### config.mk
export PLATFORM = sky130hd
export DESIGN_NAME = nearest_stretch_blit_addresser_core
export DESIGN_NICKNAME = d
export VERILOG_FILES = /design/src/sv/nsba_pkg.sv /design/src/sv/nsba_div.sv /design/src/sv/nearest_stretch_blit_addresser_core.sv
export SDC_FILE = /design/constraint.sdc
export NUM_CORES = 1
export LEC_CHECK = 0
export BUFFER_PORTS_ARGS = -buffer_cell sky130_fd_sc_hd__buf_4
export CAP_MARGIN = 20
export CORE_ASPECT_RATIO = 1.75
export CORE_MARGIN = 4
export CORE_UTILIZATION = 50
export CTS_CLUSTER_DIAMETER = 50
export DETAILED_ROUTE_END_ITERATION = 10
export PLACE_DENSITY = 0.67
export SLEW_MARGIN = 20
export SYNTH_ARGS = -nofsm -noshare
export SYNTH_HDL_FRONTEND = slang
export SYNTH_HIERARCHICAL = 1
export SYNTH_SLANG_ARGS = --single-unit
### constraint.sdc
create_clock -name i_clk -period 14.1 [get_ports i_clk]
set_input_delay 0 -clock i_clk [delete_from_list [all_inputs] [get_ports i_clk]]
set_output_delay 0 -clock i_clk [all_outputs]
set_load 0.05 [all_outputs]
### src/sv/nsba_pkg.sv
package nsba_pkg;

    // field widths fixed by the register map and the item formats
    localparam int REG_W   = 11;
    localparam int COORD_W = 11;
    localparam int ORG_W   = 10;
    localparam int CFG_IDX_W = 2;

    // configuration register indexes
    localparam logic [CFG_IDX_W-1:0] CFG_SRC_WIDTH  = 2'd0;
    localparam logic [CFG_IDX_W-1:0] CFG_SRC_HEIGHT = 2'd1;
    localparam logic [CFG_IDX_W-1:0] CFG_DST_WIDTH  = 2'd2;
    localparam logic [CFG_IDX_W-1:0] CFG_DST_HEIGHT = 2'd3;

    // input transaction: a start request or a tick
    typedef struct packed {
        logic               start_req;
        logic [ORG_W-1:0]   src_origin_x;
        logic [ORG_W-1:0]   src_origin_y;
        logic [ORG_W-1:0]   dst_origin_x;
        logic [ORG_W-1:0]   dst_origin_y;
    } t_in;

    // output transaction: one pixel position pair
    typedef struct packed {
        logic               valid_res;
        logic [COORD_W-1:0] out_dst_x;
        logic [COORD_W-1:0] out_dst_y;
        logic [COORD_W-1:0] out_src_x;
        logic [COORD_W-1:0] out_src_y;
        logic               last;
    } t_out;

endpackage

### src/sv/nsba_div.sv
module nsba_div #(
    parameter int FRAC_BITS = 16
) (
    input  logic                                  i_clk,
    input  logic                                  i_rst_n,
    input  logic                                  i_start,
    input  logic [nsba_pkg::REG_W-1:0]            i_num,
    input  logic [nsba_pkg::REG_W-1:0]            i_den,
    output logic                                  o_done,
    output logic [nsba_pkg::REG_W+FRAC_BITS-1:0]  o_quot
);

    localparam int RW    = nsba_pkg::REG_W;
    localparam int QW    = RW + FRAC_BITS;
    localparam int CNT_W = $clog2(QW + 1);

    logic              r_busy;
    logic              r_done;
    logic [QW-1:0]     r_num;
    logic [RW-1:0]     r_rem;
    logic [RW-1:0]     r_den;
    logic [CNT_W-1:0]  r_cnt;

    logic [RW:0]       w_shift;
    logic [RW:0]       w_diff;
    logic              w_ge;

    // one restoring step: bring down the next dividend bit and try the subtract
    assign w_shift = {r_rem, r_num[QW-1]};
    assign w_diff  = w_shift - {1'b0, r_den};
    assign w_ge    = (w_shift >= {1'b0, r_den});

    // busy and done flags
    always_ff @(posedge i_clk) begin
        if (!i_rst_n) begin
            r_busy <= 1'b0;
            r_done <= 1'b0;
        end else begin
            r_done <= 1'b0;
            if (i_start) begin
                r_busy <= 1'b1;
            end else if (r_busy && (r_cnt == CNT_W'(1))) begin
                r_busy <= 1'b0;
                r_done <= 1'b1;
            end
        end
    end

    // dividend shifts out as quotient bits shift in, one bit a cycle
    always_ff @(posedge i_clk) begin
        if (i_start) begin
            r_num <= {i_num, {FRAC_BITS{1'b0}}};
            r_rem <= '0;
            r_den <= i_den;
            r_cnt <= CNT_W'(QW);
        end else if (r_busy) begin
            r_num <= {r_num[QW-2:0], w_ge};
            r_rem <= w_ge ? w_diff[RW-1:0] : w_shift[RW-1:0];
            r_cnt <= r_cnt - CNT_W'(1);
        end
    end

    assign o_done = r_done;
    assign o_quot = r_num;

endmodule

### src/sv/nearest_stretch_blit_addresser_core.sv
// Nearest-neighbour stretch blit address generator.
// Input channel (i_in_valid / o_in_ready / i_in_data): a transaction with
// start_req set latches the four origins and begins a blit; one with
// start_req clear is a tick that yields the next destination pixel and the
// source pixel copied to it, row-major, with last on the final pixel.
// Output channel (o_out_valid / i_out_ready / o_out_data): one transaction
// per input transaction, held in an output register; valid_res marks a pixel.
// Configuration (i_cfg_we / i_cfg_idx / i_cfg_data): source and destination
// widths and heights, written while the block is idle.
// A tick's result sits in the output register from the cycle after acceptance,
// and a new tick is taken while the previous result drains.
// A start runs the shared restoring divider twice (row then column step),
// one quotient bit a cycle; its result enters the output register when the
// column division ends, and no input is taken while the divisions run.
// Reset clears the sizes to 1, drops any blit and empties the output
// register. While the receiver stalls, the output register holds its
// result and no further input is taken.
module nearest_stretch_blit_addresser_core #(
    parameter int MAX_DIM   = 1024,
    parameter int FRAC_BITS = 16
) (
    input  logic                               i_clk,
    input  logic                               i_rst_n,
    input  logic                               i_in_valid,
    output logic                               o_in_ready,
    input  nsba_pkg::t_in                      i_in_data,
    output logic                               o_out_valid,
    input  logic                               i_out_ready,
    output nsba_pkg::t_out                     o_out_data,
    input  logic                               i_cfg_we,
    input  logic [nsba_pkg::CFG_IDX_W-1:0]     i_cfg_idx,
    input  logic [nsba_pkg::REG_W-1:0]         i_cfg_data
);

    localparam int RW = nsba_pkg::REG_W;
    localparam int CW = nsba_pkg::COORD_W;
    localparam int OW = nsba_pkg::ORG_W;
    localparam int QW = RW + FRAC_BITS;
    localparam int AW = QW + 1;
    localparam int NW = AW - FRAC_BITS;
    localparam logic [AW-1:0] ONE_UNIT  = AW'(1) << FRAC_BITS;
    localparam logic [AW-1:0] FRAC_MASK = ONE_UNIT - AW'(1);

    typedef enum logic [2:0] {
        S_IDLE    = 3'b001,
        S_DIV_ROW = 3'b010,
        S_DIV_COL = 3'b100
    } t_state;

    // clamp a size register to the working range
    function automatic logic [RW-1:0] f_eff(input logic [RW-1:0] v);
        logic [RW-1:0] r;
        r = v;
        if (r == '0) r = RW'(1);
        if (32'(r) > MAX_DIM) r = RW'(MAX_DIM);
        return r;
    endfunction

    // configuration registers
    logic [RW-1:0] r_src_w, r_src_h, r_dst_w, r_dst_h;

    // control state
    t_state r_state, n_state;
    logic   r_out_valid, n_out_valid;
    logic   r_active, n_active;

    // walk state and output payload
    logic [QW-1:0]     r_row_step, n_row_step;
    logic [QW-1:0]     r_col_step, n_col_step;
    logic [AW-1:0]     r_row_accum, n_row_accum;
    logic [AW-1:0]     r_col_accum, n_col_accum;
    logic [CW-1:0]     r_next_row, n_next_row;
    logic [CW-1:0]     r_next_col, n_next_col;
    logic [CW-1:0]     r_cur_col, n_cur_col;
    logic [RW-1:0]     r_col_cnt, n_col_cnt;
    logic [RW-1:0]     r_row_cnt, n_row_cnt;
    logic [OW-1:0]     r_org [4];
    logic [OW-1:0]     n_org [4];
    nsba_pkg::t_out    r_out, n_out;

    // divider interface
    logic              div_start;
    logic [RW-1:0]     div_num, div_den;
    logic              div_done;
    logic [QW-1:0]     div_quot;

    // tick datapath
    logic [RW-1:0]     t_dw, t_dh;
    logic [CW-1:0]     t_row, t_col, t_cur, t_col_next;
    logic [AW-1:0]     t_racc, t_cacc, t_cacc_next;
    logic [NW-1:0]     t_nr, t_nc;
    logic [RW:0]       t_col_inc, t_row_inc;
    logic              t_eol, t_fin;

    logic              in_acc;

    assign o_in_ready = (r_state == S_IDLE) && (!r_out_valid || i_out_ready);
    assign in_acc     = i_in_valid && o_in_ready;

    // one shared divider for both increments
    assign div_num = (r_state == S_DIV_ROW) ? f_eff(r_src_w) : f_eff(r_src_h);
    assign div_den = (r_state == S_DIV_ROW) ? f_eff(r_dst_w) : f_eff(r_dst_h);

    nsba_div #(
        .FRAC_BITS (FRAC_BITS)
    ) u_div (
        .i_clk   (i_clk),
        .i_rst_n (i_rst_n),
        .i_start (div_start),
        .i_num   (div_num),
        .i_den   (div_den),
        .o_done  (div_done),
        .o_quot  (div_quot)
    );

    // store configuration writes; unknown indexes are dropped
    always_ff @(posedge i_clk) begin
        if (!i_rst_n) begin
            r_src_w <= RW'(1);
            r_src_h <= RW'(1);
            r_dst_w <= RW'(1);
            r_dst_h <= RW'(1);
        end else if (i_cfg_we) begin
            case (i_cfg_idx)
                nsba_pkg::CFG_SRC_WIDTH:  r_src_w <= i_cfg_data;
                nsba_pkg::CFG_SRC_HEIGHT: r_src_h <= i_cfg_data;
                nsba_pkg::CFG_DST_WIDTH:  r_dst_w <= i_cfg_data;
                nsba_pkg::CFG_DST_HEIGHT: r_dst_h <= i_cfg_data;
                default: ;
            endcase
        end
    end

    // advance the walk by one destination pixel
    always_comb begin
        t_dw = f_eff(r_dst_w);
        t_dh = f_eff(r_dst_h);
        t_nr = r_row_accum[AW-1:FRAC_BITS];
        if (r_col_cnt == '0) begin
            t_row  = r_next_row + CW'(t_nr);
            t_racc = r_row_accum & FRAC_MASK;
            t_cacc = ONE_UNIT;
            t_col  = CW'(r_org[0]);
        end else begin
            t_row  = r_next_row;
            t_racc = r_row_accum;
            t_cacc = r_col_accum;
            t_col  = r_next_col;
        end
        t_nc = t_cacc[AW-1:FRAC_BITS];
        if (t_nc != '0) begin
            t_cur      = t_col + CW'(t_nc) - CW'(1);
            t_col_next = t_col + CW'(t_nc);
        end else begin
            t_cur      = r_cur_col;
            t_col_next = t_col;
        end
        t_cacc_next = (t_cacc & FRAC_MASK) + AW'(r_col_step);
        t_col_inc   = {1'b0, r_col_cnt} + (RW+1)'(1);
        t_row_inc   = {1'b0, r_row_cnt} + (RW+1)'(1);
        t_eol       = (t_col_inc >= {1'b0, t_dw});
        t_fin       = t_eol && (t_row_inc >= {1'b0, t_dh});
    end

    // sequencer and next-state selection
    always_comb begin
        n_state     = r_state;
        n_out_valid = r_out_valid && !i_out_ready;
        n_active    = r_active;
        n_row_step  = r_row_step;
        n_col_step  = r_col_step;
        n_row_accum = r_row_accum;
        n_col_accum = r_col_accum;
        n_next_row  = r_next_row;
        n_next_col  = r_next_col;
        n_cur_col   = r_cur_col;
        n_col_cnt   = r_col_cnt;
        n_row_cnt   = r_row_cnt;
        n_org       = r_org;
        n_out       = r_out;
        div_start   = 1'b0;
        case (r_state)
            S_IDLE: begin
                if (in_acc) begin
                    if (i_in_data.start_req) begin
                        n_org[0]    = i_in_data.src_origin_x;
                        n_org[1]    = i_in_data.src_origin_y;
                        n_org[2]    = i_in_data.dst_origin_x;
                        n_org[3]    = i_in_data.dst_origin_y;
                        n_row_accum = ONE_UNIT;
                        n_col_accum = '0;
                        n_next_row  = CW'(i_in_data.src_origin_y);
                        n_next_col  = CW'(i_in_data.src_origin_x);
                        n_cur_col   = '0;
                        n_col_cnt   = '0;
                        n_row_cnt   = '0;
                        n_active    = 1'b1;
                        div_start   = 1'b1;
                        n_state     = S_DIV_ROW;
                    end else if (r_active) begin
                        n_next_row    = t_row;
                        n_next_col    = t_col_next;
                        n_cur_col     = t_cur;
                        n_out_valid   = 1'b1;
                        n_out.valid_res = 1'b1;
                        n_out.out_dst_x = CW'(r_org[2]) + CW'(r_col_cnt);
                        n_out.out_dst_y = CW'(r_org[3]) + CW'(r_row_cnt);
                        n_out.out_src_x = t_cur;
                        n_out.out_src_y = t_row - CW'(1);
                        n_out.last      = t_fin;
                        n_col_accum   = t_cacc_next;
                        n_row_accum   = t_racc;
                        n_col_cnt     = t_col_inc[RW-1:0];
                        if (t_eol) begin
                            n_col_cnt   = '0;
                            n_row_accum = t_racc + AW'(r_row_step);
                            n_row_cnt   = t_row_inc[RW-1:0];
                            if (t_fin) begin
                                n_row_cnt = '0;
                                n_active  = 1'b0;
                            end
                        end
                    end else begin
                        n_out_valid = 1'b1;
                        n_out       = '0;
                    end
                end
            end
            S_DIV_ROW: begin
                if (div_done) begin
                    n_row_step = div_quot;
                    div_start  = 1'b1;
                    n_state    = S_DIV_COL;
                end
            end
            S_DIV_COL: begin
                if (div_done) begin
                    n_col_step  = div_quot;
                    n_out_valid = 1'b1;
                    n_out       = '0;
                    n_state     = S_IDLE;
                end
            end
            default: begin
                n_state = S_IDLE;
            end
        endcase
    end

    // control registers
    always_ff @(posedge i_clk) begin
        if (!i_rst_n) begin
            r_state     <= S_IDLE;
            r_out_valid <= 1'b0;
            r_active    <= 1'b0;
        end else begin
            r_state     <= n_state;
            r_out_valid <= n_out_valid;
            r_active    <= n_active;
        end
    end

    // payload registers
    always_ff @(posedge i_clk) begin
        r_row_step  <= n_row_step;
        r_col_step  <= n_col_step;
        r_row_accum <= n_row_accum;
        r_col_accum <= n_col_accum;
        r_next_row  <= n_next_row;
        r_next_col  <= n_next_col;
        r_cur_col   <= n_cur_col;
        r_col_cnt   <= n_col_cnt;
        r_row_cnt   <= n_row_cnt;
        r_org       <= n_org;
        r_out       <= n_out;
    end

    assign o_out_valid = r_out_valid;
    assign o_out_data  = r_out;

    // start transaction always enters the row division
    a_start_divides: assert property (@(posedge i_clk) disable iff (!i_rst_n)
        (in_acc && i_in_data.start_req) |=> (r_state == S_DIV_ROW))
        else $error("start did not enter row division");

    // the start result lands in an empty output register
    a_out_free: assert property (@(posedge i_clk) disable iff (!i_rst_n)
        ((r_state == S_DIV_COL) && div_done) |-> !r_out_valid)
        else $error("output register busy at end of division");

    // an active tick produces a pixel next cycle
    a_tick_pixel: assert property (@(posedge i_clk) disable iff (!i_rst_n)
        (in_acc && !i_in_data.start_req && r_active) |=>
        (o_out_valid && o_out_data.valid_res))
        else $error("active tick gave no pixel");

    // last only marks a real pixel
    a_last_valid: assert property (@(posedge i_clk) disable iff (!i_rst_n)
        (o_out_valid && o_out_data.last) |-> o_out_data.valid_res)
        else $error("last without pixel");

endmodule

==> results.txt <==
Together, buffers and inverters on the worst path number 2. The leakage power figure is 0.008867 µW, and the number of max-cap violations is 0. The tree is rooted in a sky130_fd_sc_hd__clkbuf_16. The run gives 0 as the number of nets with antenna violations after detailed routing.

The kind of start point of the critical path was a flop. Number of enable-type register cells in the synthesized netlist: 262. Start of the worst register-to-register path: r_col_cnt[0].

The clock period could shrink to 5.081 ns. The number of buffer cells added on primary ports works out to 106. The repair_antennas step left the layout with diodes totalling 0.

The count of standard-cell rows came out at 95. The total power density per cell area came out at 120.1 mW/mm². For the number of global-route vias before repair, the log shows 15010.

Counting every instance in the synthesized netlist gives 1855. In the routed layout, each cell is associated on average with a via count of 5.750. The run finished with clean final reports.

After filler insertion, the fill cell instance count of the layout stands at 3261. After clock tree synthesis, the repair step resized 0 gates. The width of the die is 157.6 µm.

For this run, the detailed router's first-pass iteration total came to 8. The tools report the placeable core region as 0.03851 mm². The highest clock rate is 196.8 MHz. Entering global routing, the biggest net connects 80 pins. The total design power was 2710 µW; the actual slew at the worst max-slew pin was 1.093 ns. The biggest area contributor in the post-synthesis netlist is sky130_fd_sc_hd__edfxtp_1. The path with the worst hold slack has its endpoint at r_src_w[0]. Detailed placement ended at an HPWL of 33610 µm.

The number of antenna violations at the first check in global routing was 0. Yosys printed 6 warnings. The worst-case register-to-register setup slack is 9.02 ns.

The die covers 0.04252 mm². The cell depth of the worst hold path is 3, and the flip-flop and latch count after synthesis is 345. The run gives 0.54 ns as the clock latency of the later-clocked register in the worst-skew pair. The min-delay analysis places its worst path in the category in2reg. The cell with the biggest individual delay on the critical path is sky130_fd_sc_hd__buf_4. The number of distinct library cells after synthesis was 88.

The global-route wire length before repair was 75730 µm. Kind of end point of the critical path: a flop. The path depth of the worst reg2reg path works out to 16.

Setup repair after global routing left no endpoint under its margin. The max-slew violation count is 0. For the total standard cell area after synthesis, the log shows 0.01958 mm². For this run, the leading register cell type out of synthesis is sky130_fd_sc_hd__edfxtp_1. For the aggregate global routing overflow, the log shows 0. Counting the buffers created by CTS gives 35. The finished layout holds 2518 standard cells, fillers aside.

The fraction of registers with async set or reset after synthesis was 0. Setup violations remaining at the end of the flow were counted as 0. The logs give 0.2701 for the worst-case headroom to the max-slew limit and 0.009529 mm² for the register area.

Sorting the synthesized cells by area gives the leading types as sky130_fd_sc_hd__edfxtp_1 (40%), sky130_fd_sc_hd__dfxtp_1 (8.5%), sky130_fd_sc_hd__ha_1 (7.8%). For this run, design rule violations remaining after detail routing come to 0. The total count of hold-check failures in the final report is 0. The tools report the final weighted congestion of routability-driven global placement as 0.8895.

Each instance of the synthesized netlist takes up on average 10.56 µm². The global router's overall resource usage was 0.2200; the synthesis-to-layout area growth was 15.18%. The sequential fraction of the synthesis area was 0.4867; the via count of the routed design was 14480. TritonCTS built the clock tree. The floorplan step set the die height to 269.8 µm. Summing all non-filler instances in the final layout gives an area of 0.02255 mm².

The final layout contains 2195 nets. The clock net in this run drives a total of 345 sinks. Maximum clock path buffer count: 3. Initial core utilization: 0.5084.

The capture instance of the worst register-to-register path was o_out_data[21]. The largest fanout on the critical path works out to 79. Across the routed clock network, the largest skew measured is 0.03304 ns. The kind of cell with the highest combined delay along the critical path is compound AO/OA/AOI/OAI gates. Wires add up to 46610 µm.

For the final routed database, the setup TNS stands at 0 ns. In the final layout, the multi-input gates occupy 0.009519 mm². The tools report the placed instance count as 2394. 107 I/O pins were placed. The final cycle utilization of the critical path is 0.3604.

The logs give 2043 for the post-synthesis net count and 780 for the count of routing violations after the opening detailed-route iteration. The clock edge transition at the registers on the reported setup and hold paths works out to 0.07 ns. The share of Yosys cell area claimed by the top area cell type is 0.4018, and the share of post-route cells with drive strength above 1 is 0.1102. The critical path is of the reg2reg type. The placed standard-cell area is 0.02082 mm². The routed wirelength normalized by instance count was 18.51 µm. The signal on the critical path passes through inv_1 -> ha_1 -> nor4b_4 -> nand3_4 -> buf_4 -> mux2_2 -> ha_1 -> fa_1 -> a21o_1 -> a211oi_1 -> o21bai_1 -> xnor2_1 -> nand4b_1 -> xnor2_1 -> mux2i_1 -> nor2_1. On the worst path, the slowest cell contributes a delay of 0.62 ns. The logs give 2 for the H-tree depth reported by CTS and 5.35 ns for the arrival time at the worst endpoint. At the worst endpoint, the required time is 14.37 ns. The worst-case IR drop observed on VDD is 130.1 µV.

The startpoint of the lowest-slack hold path was i_cfg_we.
## timing repair
| item | 4_1_cts | 5_1_grt |
|---|---|---|
| hold endpoints to repair | 111 | 0 |
| setup buffers | 0 | 0 |
| hold buffers | 61 | 0 |
## Yosys cell counts, types with 9 or more instances
cell / instances
sky130_fd_sc_hd__a211oi_1: 21
sky130_fd_sc_hd__a21boi_0: 25
sky130_fd_sc_hd__a21o_1: 33
sky130_fd_sc_hd__a21oi_1: 70
sky130_fd_sc_hd__a22o_1: 17
sky130_fd_sc_hd__a31oi_1: 17
sky130_fd_sc_hd__and2_1: 54
sky130_fd_sc_hd__and3_1: 18
sky130_fd_sc_hd__clkbuf_1: 50
sky130_fd_sc_hd__dfxtp_1: 83
sky130_fd_sc_hd__edfxtp_1: 262
sky130_fd_sc_hd__ha_1: 122
sky130_fd_sc_hd__inv_1: 72
sky130_fd_sc_hd__mux2_2: 21
sky130_fd_sc_hd__mux2i_1: 83
sky130_fd_sc_hd__nand2_1: 159
sky130_fd_sc_hd__nand2b_1: 26
sky130_fd_sc_hd__nand3_1: 36
sky130_fd_sc_hd__nand3b_1: 11
sky130_fd_sc_hd__nand4_1: 13
sky130_fd_sc_hd__nor2_1: 184
sky130_fd_sc_hd__nor2b_1: 48
sky130_fd_sc_hd__nor3_1: 46
sky130_fd_sc_hd__nor3b_1: 11
sky130_fd_sc_hd__nor4_1: 17
sky130_fd_sc_hd__o211ai_1: 9
sky130_fd_sc_hd__o21a_1: 11
sky130_fd_sc_hd__o21ai_0: 71
sky130_fd_sc_hd__or3_1: 9
sky130_fd_sc_hd__xnor2_1: 62
sky130_fd_sc_hd__xor2_1: 41
## worst min-delay path, stage by stage
cell                       delay [ns]
sky130_fd_sc_hd__buf_4           0.13
sky130_fd_sc_hd__nor3b_4         0.21
sky130_fd_sc_hd__o211ai_1        0.16
## per-layer routing
| metal | vias up | wire length (µm) | GRT usage |
|---|---|---|---|
| met5 | - | 0 | 0 |
| met4 | 0 | 2485 | 0.1058 |
| met3 | 133 | 1428 | 0.02597 |
| met2 | 296 | 25380 | 0.4115 |
| met1 | 6964 | 17320 | 0.2409 |
| li1 | 7085 | - | - |
## flip-flops by register name, indices dropped and copies added (netlist names)
| register | cells |
|---|---|
| r_row_cnt | 11 |
| r_next_row | 11 |
| r_row_accum | 27 |
| r_src_h | 11 |
| o_out_data | 46 |
| r_col_step | 27 |
| r_org | 30 |
| r_dst_h | 11 |
| u_div/o_done | 1 |
| r_cur_col | 11 |
| r_state | 3 |
| o_out_valid | 1 |
| u_div/r_cnt | 5 |
| u_div/r_rem | 11 |
| u_div/r_busy | 1 |
| r_next_col | 11 |
| r_dst_w | 11 |
| r_col_cnt | 11 |
| r_active | 1 |
| u_div/r_den | 11 |
| u_div/o_quot | 27 |
| r_col_accum | 28 |
| r_row_step | 27 |
| r_src_w | 11 |
## through the flow
step / setup slack (ns) / utilization / hold WS, ns
floorplan: 7.624 / - / 0.09887
global placement: 9.270 / 0.5407 / 0.1780
detailed placement: 9.063 / 0.5407 / 0.1795
CTS: 9.050 / 0.5853 / 0.01173
global route: 8.653 / 0.5856 / 0.01936
finish: 9.019 / 0.5856 / 0.02280
## placed cells by master (no fill, tap or decap), types with 46 or more instances in the layout
| cell type | Yosys | layout |
|---|---|---|
| sky130_fd_sc_hd__nor3_1 | 46 | 46 |
| sky130_fd_sc_hd__edfxtp_1 | 262 | 262 |
| sky130_fd_sc_hd__nor2_1 | 184 | 183 |
| sky130_fd_sc_hd__a21oi_1 | 70 | 70 |
| sky130_fd_sc_hd__buf_4 | 1 | 121 |
| sky130_fd_sc_hd__dfxtp_1 | 83 | 83 |
| sky130_fd_sc_hd__dlygate4sd3_1 | 0 | 61 |
| sky130_fd_sc_hd__and2_1 | 54 | 54 |
| sky130_fd_sc_hd__o21ai_0 | 71 | 71 |
| sky130_fd_sc_hd__inv_1 | 72 | 72 |
| sky130_fd_sc_hd__ha_1 | 122 | 122 |
| sky130_fd_sc_hd__nand2_1 | 159 | 159 |
| sky130_fd_sc_hd__mux2i_1 | 83 | 83 |
| sky130_fd_sc_hd__nor2b_1 | 48 | 48 |
| sky130_fd_sc_hd__xnor2_1 | 62 | 62 |
## report_power, final
group          internal, µW  switching, µW  leakage (µW)
logic                   241            346       0.00518
registers              1170           43.4       0.00315
clock network           511            396      0.000539
## area by class of cell
type / count / area share
sequential: 345 / 0.4225
multi-input combinational: 1370 / 0.4221
tap: 485 / 0.02691
timing repair buffer: 182 / 0.06735
clock inverter: 19 / 0.007712
clock buffer: 44 / 0.04128
inverter: 73 / 0.01215
## cells by family (layout without fill, tap and decap cells)
| kind of cell | after synthesis | count (layout) | synth area share |
|---|---|---|---|
| multiplexers | 104 | 104 | 0.05451 |
| AO/OA/AOI/OAI | 362 | 362 | 0.1259 |
| flip-flops | 345 | 345 | 0.4867 |
| XOR/XNOR | 103 | 103 | 0.04607 |
| AND/OR/NAND/NOR | 671 | 671 | 0.1725 |
| buffers and inverters | 140 | 318 | 0.02869 |
| adder cells (fa/ha/maj) | 130 | 130 | 0.08563 |
## how the worst max path moves through the flow
stage	start	end	slack (ns)	cells past startpoint
3_3_place_gp	r_col_cnt[0]	o_out_data[21]	9.27	16
5_1_grt	r_col_cnt[0]	o_out_data[21]	8.65	16
4_1_cts	r_col_cnt[0]	o_out_data[21]	9.05	16
2_1_floorplan	r_state[2]	r_col_accum[0]	7.62	4
3_5_place_dp	r_col_cnt[0]	o_out_data[21]	9.06	16
6_report	r_col_cnt[0]	o_out_data[21]	9.02	16
(Power assumes the default switching activity.)
